### config.mk
export PLATFORM = sky130hd
export DESIGN_NAME = cbm_mod
export DESIGN_NICKNAME = d
export VERILOG_FILES = /design/src/hdl/cbm_pkg.sv /design/src/hdl/cbm_mod.sv
export SDC_FILE = /design/constraint.sdc
export NUM_CORES = 1
export LEC_CHECK = 0
export BUFFER_PORTS_ARGS = -buffer_cell sky130_fd_sc_hd__buf_2
export CORE_MARGIN = 5
export CORE_UTILIZATION = 50
export CTS_CLUSTER_SIZE = 12
export DETAILED_ROUTE_END_ITERATION = 12
export PLACE_DENSITY = 0.77
export SYNTH_ARGS = -nofsm -noshare
export SYNTH_HDL_FRONTEND = slang
export SYNTH_SLANG_ARGS = --single-unit
### constraint.sdc
create_clock -name clk -period 2.45 [get_ports clk]
set_input_delay 0.49 -clock clk [delete_from_list [all_inputs] [get_ports clk]]
set_output_delay 0.49 -clock clk [all_outputs]
set_load 0.01 [all_outputs]
### src/hdl/cbm_pkg.sv
// Shared types, widths and address codes of the cartridge bank mapper.
package cbm_pkg;

    // Field widths.
    localparam int OP_W       = 3;
    localparam int ADDR_W     = 16;
    localparam int DATA_W     = 8;
    localparam int LINE_W     = 9;
    localparam int ROM_W      = 21;
    localparam int MIRROR_W   = 2;
    localparam int PRG_CNT_W  = 8;
    localparam int CHR_CNT_W  = 12;
    localparam int CFG_IDX_W  = 2;
    localparam int CFG_DATA_W = 12;

    // Bank arithmetic widths.
    localparam int BANK_W     = 11;
    localparam int PRG_OFS_W  = 13;
    localparam int CHR_OFS_W  = 10;

    // Expansion RAM.
    localparam int XRAM_DEPTH = 1024;
    localparam int XRAM_AW    = $clog2(XRAM_DEPTH);

    // Operation codes.
    localparam logic [OP_W-1:0] OP_READ  = 3'd0;
    localparam logic [OP_W-1:0] OP_WRITE = 3'd1;
    localparam logic [OP_W-1:0] OP_TICK  = 3'd2;
    localparam logic [OP_W-1:0] OP_PRG   = 3'd3;
    localparam logic [OP_W-1:0] OP_CHR   = 3'd4;

    // Configuration register indexes.
    localparam logic [CFG_IDX_W-1:0] CFG_PRG_COUNT = 2'd0;
    localparam logic [CFG_IDX_W-1:0] CFG_CHR_COUNT = 2'd1;
    localparam logic [CFG_IDX_W-1:0] CFG_CHR_RAM   = 2'd2;

    // Register window addresses.
    localparam logic [ADDR_W-1:0] A_XRAM_BASE = 16'h5C00;
    localparam logic [ADDR_W-1:0] A_PRG_MODE  = 16'h5100;
    localparam logic [ADDR_W-1:0] A_CHR_MODE  = 16'h5101;
    localparam logic [ADDR_W-1:0] A_NT_SEL    = 16'h5105;
    localparam logic [ADDR_W-1:0] A_PRG_BANK  = 16'h5114;
    localparam logic [ADDR_W-1:0] A_SPR_BANK  = 16'h5120;
    localparam logic [ADDR_W-1:0] A_BG_BANK   = 16'h5128;
    localparam logic [ADDR_W-1:0] A_IRQ_LINE  = 16'h5203;
    localparam logic [ADDR_W-1:0] A_IRQ_STAT  = 16'h5204;
    localparam logic [ADDR_W-1:0] A_MUL_LO    = 16'h5205;
    localparam logic [ADDR_W-1:0] A_MUL_HI    = 16'h5206;

    // Nametable select patterns and mirroring codes.
    localparam logic [DATA_W-1:0] NT_HORIZ  = 8'h50;
    localparam logic [DATA_W-1:0] NT_VERT   = 8'h44;
    localparam logic [DATA_W-1:0] NT_SINGLE_B = 8'h55;
    localparam logic [MIRROR_W-1:0] MIR_SINGLE_A = 2'd0;
    localparam logic [MIRROR_W-1:0] MIR_HORIZ    = 2'd1;
    localparam logic [MIRROR_W-1:0] MIR_VERT     = 2'd2;
    localparam logic [MIRROR_W-1:0] MIR_SINGLE_B = 2'd3;

    // First scanline outside the visible frame.
    localparam logic [LINE_W-1:0] FRAME_END = 9'd240;

    typedef struct packed {
        logic [OP_W-1:0]   operation;
        logic [ADDR_W-1:0] address;
        logic [DATA_W-1:0] write_data;
        logic [LINE_W-1:0] scanline;
        logic              background_fetch;
    } req_word_t;

    typedef struct packed {
        logic [DATA_W-1:0]   read_data;
        logic                irq_line;
        logic [ROM_W-1:0]    rom_address;
        logic                rom_valid;
        logic [MIRROR_W-1:0] mirroring;
    } rsp_word_t;

    // Request to the remainder unit.
    typedef struct packed {
        logic                 start;
        logic [BANK_W-1:0]    dividend;
        logic [CHR_CNT_W-1:0] divisor;
    } mod_req_t;

    // Status from the remainder unit.
    typedef struct packed {
        logic                 done;
        logic [CHR_CNT_W-1:0] remainder;
    } mod_rsp_t;

endpackage

### src/hdl/cbm_mod.sv
// Bit-serial restoring remainder unit for bank numbers modulo a bank count.
module cbm_mod (
    input  logic              clk,
    input  logic              rst_n,
    input  cbm_pkg::mod_req_t req,
    output cbm_pkg::mod_rsp_t rsp
);
    import cbm_pkg::*;

    localparam int CNT_W = $clog2(BANK_W);

    logic                 active_reg;
    logic                 done_reg;
    logic [CNT_W-1:0]     count_reg;
    logic [BANK_W-1:0]    dvd_reg;
    logic [CHR_CNT_W-1:0] dvs_reg;
    logic [CHR_CNT_W-1:0] rem_reg;
    logic [CHR_CNT_W:0]   trial;
    logic [CHR_CNT_W:0]   diff;
    logic [CHR_CNT_W-1:0] rem_next;

    // One quotient bit per cycle: shift in the next dividend bit, subtract if it fits.
    always_comb
    begin
        trial = {rem_reg, dvd_reg[BANK_W-1]};
        diff  = trial - {1'b0, dvs_reg};
        if (trial >= {1'b0, dvs_reg})
        begin
            rem_next = diff[CHR_CNT_W-1:0];
        end
        else
        begin
            rem_next = trial[CHR_CNT_W-1:0];
        end
    end

    // Control flags.
    always_ff @(posedge clk or negedge rst_n)
    begin
        if (!rst_n)
        begin
            active_reg <= 1'b0;
            done_reg   <= 1'b0;
            count_reg  <= '0;
        end
        else
        begin
            done_reg <= 1'b0;
            if (req.start)
            begin
                active_reg <= 1'b1;
                count_reg  <= CNT_W'(BANK_W - 1);
            end
            else if (active_reg)
            begin
                count_reg <= count_reg - 1'b1;
                if (count_reg == '0)
                begin
                    active_reg <= 1'b0;
                    done_reg   <= 1'b1;
                end
            end
        end
    end

    // Datapath registers.
    always_ff @(posedge clk)
    begin
        if (req.start)
        begin
            dvd_reg <= req.dividend;
            dvs_reg <= req.divisor;
            rem_reg <= '0;
        end
        else if (active_reg)
        begin
            dvd_reg <= {dvd_reg[BANK_W-2:0], 1'b0};
            rem_reg <= rem_next;
        end
    end

    assign rsp.done      = done_reg;
    assign rsp.remainder = rem_reg;

endmodule

Word-level counts from Yosys, hierarchy flattened:

Cells that the tools add are included.

* register bits: 41
* latch bits: 0
* bits in writable memories: 0
* bits in read-only memories: 0
* output and inout port bits: 13
* memories kept: 0

* $add $sub $neg: 2
* $mul: 0
* divide/modulo/power cells: 0
* magnitude comparators: 1
* eq/ne operators: 0
* shift operators: 0
* mux-type cells: 11
* bitwise operators: 0
* reduce and logical (&&, ||, !) cells: 2

Operators with widths (number)
* 2-to-1 mux 11 bit: 2
* >= comparator 13 x 12 -> 1 bit: 1
* 2-to-1 mux 12 bit: 1
* subtractor 12 bit: 1
* 2-to-1 mux 4 bit: 2
* 2-to-1 mux 1 bit: 6
* zero test 4 bit: 1
* subtractor 4 x 1 -> 4 bit (second input constant): 1
* nonzero test 2 bit: 1

Depth between registers and ports, before layout:

Gate-level depths: netlist of run 1.

* depth after elaboration: 4
* depth in mapped cells: 10
* gate-level depth less buffers: 10

Worst setup path before layout of run 1:

OpenSTA, ideal clock, no wires.

* path kind: register -> register
* from: register dvd_reg[10]
* to: register rem_reg[8]
* setup time: 0.087 ns
* arrival time: 2.204 ns
* path slack: 0.159 ns
* stages on the path, launching flop included: 11
* buffers on the path: 0
* clock period less this slack: 2.291 ns
* path through: edfxtp_1 > inv_1 > ha_1 > inv_1 > fa_1 > a211oi_1 > o21bai_1 > a2111oi_0 > a21oi_1 > xnor2_1 > o31ai_1

* cells in the longest elaborated chain, start to end: 2
* elaborated cells on any way between the ends: 3
* those cells by class: 1 x add/sub; 1 x order compare; 1 x mux

Ends and longest elaborated chain
* from (decl): RTL line cbm_mod.sv:15 `logic [BANK_W-1:0] dvd_reg;`
* from (signal assigned): RTL line cbm_mod.sv:71 `dvd_reg <= req.dividend;`
* from (signal assigned): RTL line cbm_mod.sv:77 `dvd_reg <= {dvd_reg[BANK_W-2:0], 1'b0};`
* subtractor 12 bit or >= comparator 13 x 12 -> 1 bit (tied branches): RTL line cbm_mod.sv:26, cbm_mod.sv:27
* 2-to-1 mux 12 bit *: RTL line cbm_mod.sv:27 `if (trial >= {1'b0, dvs_reg})`
* to (signal assigned): RTL line cbm_mod.sv:78 `rem_reg <= rem_next;`
* to (decl): RTL line cbm_mod.sv:17 `logic [CHR_CNT_W-1:0] rem_reg;`

Every way passes the cells marked *; elsewhere a longest branch is shown, timed or not.
A chain may end at the register's enable or synchronous reset.

Worst setup path after layout of run 1:

* from: register dvs_reg[1]
* to: register rem_reg[7]

* cells in the longest elaborated chain, start to end: 2
* elaborated cells on any way between the ends: 3
* those cells by class: 1 x add/sub; 1 x order compare; 1 x mux

Ends and longest elaborated chain
* from (decl): RTL line cbm_mod.sv:16 `logic [CHR_CNT_W-1:0] dvs_reg;`
* from (signal assigned): RTL line cbm_mod.sv:72 `dvs_reg <= req.divisor;`
* subtractor 12 bit or >= comparator 13 x 12 -> 1 bit (tied branches): RTL line cbm_mod.sv:26, cbm_mod.sv:27
* 2-to-1 mux 12 bit *: RTL line cbm_mod.sv:27

Marked as above.

==> flow_metrics.env, run 1 <==
export IMPL_fin_hold_ws_ps=7.06
export IMPL_status="finished, final reports clean"
export IMPL_wl_per_cell_um=15.0
export IMPL_synth_common_cells="edfxtp_1 (23), nand2_1 (23), nor2_1 (20)"
export IMPL_dpl_hpwl_mm=3.27
export IMPL_cp_end_kind="register"
export IMPL_drv_slew=0
export IMPL_clkLatencyLatePin_ps=290
export IMPL_cts_root_buf="clkbuf_8"
export IMPL_core_area_um2=4380
export IMPL_gp_congestion=0.848
export IMPL_dp_cells=296
export IMPL_grt_max_degree=22
export IMPL_final_cells=304
export IMPL_crit_path_start_kind="register"
export IMPL_h_tree_depth=2
export IMPL_vias_per_cell=5.54
export IMPL_synth_area_leaders="edfxtp_1 (30%), dfxtp_1 (11%), ha_1 (7.7%), dfrtp_1 (6.6%), mux2_2 (5.0%)"
export IMPL_synthArstFlopShare_pct=14.6
export IMPL_cts_tree="built"
export IMPL_setup_viol=0
export IMPL_worst_pin_slew_ps=511
export IMPL_vias=1684
export IMPL_io_buffers=38
export IMPL_fin_nets=293
export IMPL_synth_seq_cells=41
export IMPL_cpMaxStageDelayCell="o41ai_1"
export IMPL_dieArea_um2=5980
export IMPL_netlist_area_leader_share_pct=30.5
export IMPL_grt_pass1_vias=1727
export IMPL_period_share_pct=95.6
export IMPL_cts_hold_buf=0
export IMPL_peakVddDrop_uv=460
export IMPL_wl_mm=4.56
export IMPL_power_leakage_uw=0.00119
export IMPL_min_path_type="in -> async"
export IMPL_seq_area_frac_synth_pct=47.7
export IMPL_grt_pass1_wl_mm=7.59
export IMPL_synth_cells=207
export IMPL_crit_type="reg -> reg"
export IMPL_die_width_um=77.3
export IMPL_max_freq_ghz=0.427
export IMPL_yosysWarnings=0
export IMPL_synth_cell_types=52
export IMPL_fin_setup_tns_ps=0
export IMPL_synth_nets=248
export IMPL_synth_area_per_cell_um2=11.0
export IMPL_period_needed_ps=2340
export IMPL_clock_sinks=41
export IMPL_place_area_um2=2530
export IMPL_cts_buffers_inserted=5
export IMPL_crit_required_ps=2650
export IMPL_mappedNetlistArea_um2=2270
export IMPL_stdcell_area_um2=2650
export IMPL_placementRows=24
export IMPL_layout_drive_gt1_share_pct=30.2
export IMPL_max_stage_delay_ps=470
export IMPL_overflow=0
export IMPL_drtIter0Drc=89
export IMPL_crit_family="compound AO/OA/AOI/OAI gates"
export IMPL_worst_path_buf_inv=2
export IMPL_path_max_fanout=3
export IMPL_crit_arrival_ps=2550
export IMPL_dr_pass1_iters=4
export IMPL_synth_top_flop_cell="edfxtp_1"
export IMPL_syn_to_final_growth_pct=16.8
export IMPL_ios=39
export IMPL_rrSetupSlack_ps=110
export IMPL_antenna_found_initial=0
export IMPL_die_h_um=77.3
export IMPL_ant_nets=0
export IMPL_num_antenna_cells=0
export IMPL_max_slew_margin_pct=66.0
export IMPL_synth_edf_count=23
export IMPL_cap_viol_max_count=0
export IMPL_start_util_pct=51.7
export IMPL_finalClockSkew_ps=5.26
export IMPL_path_clk_slew_ps=70
export IMPL_synth_top_cell_by_area="edfxtp_1"
export IMPL_crit_chain="inv_1 > ha_1 > nor2b_1 > o31a_1 > buf_4 > o41ai_1 > xnor2_1 > nand2_1 > a311oi_1"
export IMPL_power_density_nw_per_um2=1000
export IMPL_clock_path_buffers=2
export IMPL_grt_total_usage_pct=15.6
export IMPL_hold_viol_final=0
export IMPL_drc=0
==> area by class of cell <==
cell class / count / area (um^2)
sequential: 41 / 1080
fill: 354 / 1740
clock buffer: 6 / 72.6
timing repair buffer: 46 / 250
inverter: 18 / 67.6
multi-input combinational: 140 / 1110
tap: 52 / 65.1
clock inverter: 1 / 5.00
==> power breakdown <==
part,internal [uW],switching (uW)
Sequential,868,116
Combinational,587,673
Clock,194,221
Total,1650,1010
==> kinds of logic (layout without fill, tap and decap cells) <==
| kind of cell | after synthesis | count (layout) | synth area share, % |
|---|---|---|---|
| xor gates and xnor gates | 11 | 11 | 4.25 |
| DFF | 41 | 41 | 47.7 |
| muxes | 11 | 11 | 5.41 |
| AOI/OAI and AO/OA | 43 | 43 | 17.1 |
| buffers and inverters | 26 | 71 | 4.80 |
| adders and majority gates | 15 | 15 | 8.61 |
| and+or+nand+nor | 60 | 60 | 12.1 |
==> worst paths after layout <==
check                           start           end  depth (start not counted)
hold / removal                  rst_n  count_reg[2]                          1
min in group clk              req[11]   dvs_reg[11]                          1
hold reg to reg            rem_reg[6]    rem_reg[7]                          2
max in group asynchronous       rst_n  count_reg[1]                          1
setup reg to reg           dvs_reg[1]    rem_reg[7]                          9
setup / recovery           dvs_reg[1]    rem_reg[7]                          9
==> per-stage QoR <==
| stage | utilization (%) | total power [uW] | setup slack, ps |
|---|---|---|---|
| after CTS | 59.7 | 2590 | 27.5 |
| after global placement | 57.8 | 2140 | 71.0 |
| after global routing | 60.4 | 2860 | -23.3 |
| after floorplan | - | 1850 | 159 |
| final | 60.4 | 2660 | 109 |
| after detailed placement | 57.8 | 2170 | -40.7 |
==> repair_timing <==
action | in CTS | in global routing
setup buffers | 0 | 1
pin swaps | 0 | 3
hold endpoints to repair | 0 | 0
setup endpoints to repair | 1 | 7
resized for setup | 2 | 5
==> layer usage <==
layer | up-vias | global-route usage (%) | share of wire [%]
li1 | 845 | - | -
met1 | 798 | 19.2 | 44
met2 | 33 | 25.4 | 50
met3 | 8 | 3.70 | 4.8
met4 | 0 | 7.90 | 1.5
met5 | - | 0 | 0
==> cells in the final DEF (no fill, tap or decap), types with 2 or more instances in the layout <==
cell        n
o21a_1      2
buf_2      38
nor2_1     20
nand2_1    22
o21ai_0     5
o31ai_1     2
buf_4       8
ha_1       14
a21o_1      2
a41oi_1     2
mux2_2     10
nand3_1     2
nand4_1     2
inv_1      18
a2111oi_4   2
a311oi_2    5
o211ai_1    2
a311oi_1    4
a211oi_2    2
dfxtp_1    12
o21bai_2    2
xnor2_1    10
a21oi_1     3
dfrtp_1     6
o211a_1     2
edfxtp_1   23
clkbuf_8    5
nor3b_1     2
(Power assumes the default switching activity.)
==> run 2: changes to the inputs <==
--- a/config.mk
+++ b/config.mk
@@ -11,6 +11,7 @@
 export CTS_CLUSTER_SIZE = 12
 export DETAILED_ROUTE_END_ITERATION = 12
 export PLACE_DENSITY = 0.77
+export RECOVER_POWER = 50
 export SYNTH_ARGS = -nofsm -noshare
 export SYNTH_HDL_FRONTEND = slang
 export SYNTH_SLANG_ARGS = --single-unit
==> flow_metrics.env, run 2 (synthesized netlist as in run 1, its figures left out) <==
export IMPL_dpl_hpwl_mm=3.27
export IMPL_drtIter0Drc=98
export IMPL_period_needed_ps=2340
export IMPL_crit_type="reg -> reg"
export IMPL_dieArea_um2=5980
export IMPL_die_h_um=77.3
export IMPL_grt_busiest_layer="met2"
export IMPL_gr_usage_met1_pct=19.2
export IMPL_max_freq_ghz=0.427
export IMPL_dr_pass1_iters=4
export IMPL_grt_pass1_vias=1727
export IMPL_grt_pass1_wl_mm=7.59
export IMPL_vias=1685
export IMPL_grt_total_usage_pct=15.6
export IMPL_stdcell_area_um2=2640
export IMPL_power_leakage_uw=0.00118
export IMPL_die_width_um=77.3
export IMPL_fin_nets=293
export IMPL_grt_use_met2_pct=25.4
export IMPL_path_max_fanout=3
export IMPL_period_share_pct=95.6
export IMPL_num_antenna_cells=0
export IMPL_h_tree_depth=2
export IMPL_crit_path_start_kind="register"
export IMPL_p_total_uw=2660
export IMPL_syn_to_final_growth_pct=16.6
export IMPL_wl_mm=4.57
export IMPL_gp_congestion=0.848
export IMPL_final_cell_mix="buf_2 (36), edfxtp_1 (23), nand2_1 (22)"
export IMPL_drc=0
export IMPL_hold_viol_final=0
export IMPL_min_path_type="in -> async"
export IMPL_layout_drive_gt1_share_pct=29.0
export IMPL_worst_pin_slew_ps=1040
export IMPL_start_util_pct=51.7
export IMPL_clock_sinks=41
export IMPL_n_fill_cell=357
export IMPL_crit_arrival_ps=2540
export IMPL_cts_root_buf="clkbuf_8"
export IMPL_core_area_um2=4380
export IMPL_max_slew_margin_pct=31.0
export IMPL_ant_nets=0
export IMPL_ios=39
export IMPL_cts_buffers_inserted=5
export IMPL_cp_end_kind="register"
export IMPL_vias_per_cell=5.54
export IMPL_placementRows=24
export IMPL_antenna_found_initial=0
export IMPL_path_clk_slew_ps=70
export IMPL_io_buffers=38
export IMPL_cts_tree="built"
export IMPL_cap_viol_max_count=0
export IMPL_grt_max_degree=22
export IMPL_clkLatencyLatePin_ps=290
export IMPL_finalClockSkew_ps=5.23
export IMPL_layout_commonest_cell="buf_2"
export IMPL_status="finished, final reports clean"
export IMPL_place_area_um2=2530
export IMPL_power_density_nw_per_um2=1010
export IMPL_wl_per_cell_um=15.0
export IMPL_clock_path_buffers=2
export IMPL_overflow=0
export IMPL_crit_required_ps=2650
export IMPL_setup_viol=0
export IMPL_use_met3_pct=3.70
export IMPL_drv_slew=0
export IMPL_peakVddDrop_uv=461
-- run 2: cell count changes in the layout (fill, tap and decap cells not counted), sizes merged --
cell / previous run / this run
buf: 46 / 43
clkbuf: 6 / 9
-- run 2: layer usage --
metal | share of wire (%) | vias up
met4 | 1.5 | 0
met1 | 44 | 795
met5 | 0 | -
met2 | 50 | 38
li1 | - | 844
met3 | 5.3 | 8
-- run 2: repair_timing --
| action | 4_1_cts | 5_1_grt |
|---|---|---|
| hold buffers | 0 | 0 |
| setup endpoints to repair | 1 | 7 |
| pin swaps | 0 | 3 |
| cloned | 0 | 0 |
| gates resized for setup | 2 | 5 |
| buffers inserted | 0 | 1 |
-- run 2: power by group --
group / total (uW) / internal, uW / switching [uW]
sequential: 984 / 869 / 116
combinational: 1260 / 586 / 675
clock: 414 / 194 / 220
total: 2660 / 1650 / 1010
-- run 2: critical path, stage by stage (launching register included) --
cell and delay (ps):
edfxtp_1 370, inv_1 110, ha_1 240, nor2b_1 150
o31a_1 260, buf_4 150, o41ai_1 470, xnor2_1 190
nand2_1 70, a311oi_1 240
-- run 2: final timing paths --
| path | slack [ps] | end | cells past startpoint | from |
|---|---|---|---|---|
| min reg2reg | 510 | rem_reg[7] | 2 | rem_reg[6] |
| max in group asynchronous | 2160 | count_reg[1] | 1 | rst_n |
| min in group clk | 370 | dvs_reg[8] | 1 | req[8] |
| max | 110 | rem_reg[7] | 9 | dvs_reg[1] |
| max reg2reg | 110 | rem_reg[7] | 9 | dvs_reg[1] |
| min | 60 | count_reg[2] | 1 | rst_n |
-- run 2: per-stage QoR --
| stage | TNS [ps] | hold slack (ps) | util [%] | cells | setup slack, ps |
|---|---|---|---|---|---|
| 2_1_floorplan | 0 | 194 | - | 207 | 159 |
| 3_3_place_gp | 0 | 320 | 57.8 | 296 | 71.0 |
| 3_5_place_dp | -40.7 | 320 | 57.8 | 296 | -40.7 |
| 4_1_cts | 0 | 6.42 | 59.7 | 303 | 27.5 |
| 5_1_grt | -43.3 | 77.2 | 60.3 | 304 | -26.0 |
| 6_report | 0 | 55.5 | 60.3 | 304 | 108 |
-- run 2: area by class of cell --
| cell class | count | area, um^2 | share of cell area [%] |
|---|---|---|---|
| clock buffers | 6 | 72.6 | 2.74 |
| multi-input cells | 140 | 1110 | 41.9 |
| inverters | 18 | 67.6 | 2.56 |
| flip-flops and latches | 41 | 1080 | 40.9 |
| clock inverters | 1 | 5.00 | 0.189 |
| repair buffers | 46 | 245 | 9.28 |
| well taps | 52 | 65.1 | 2.46 |
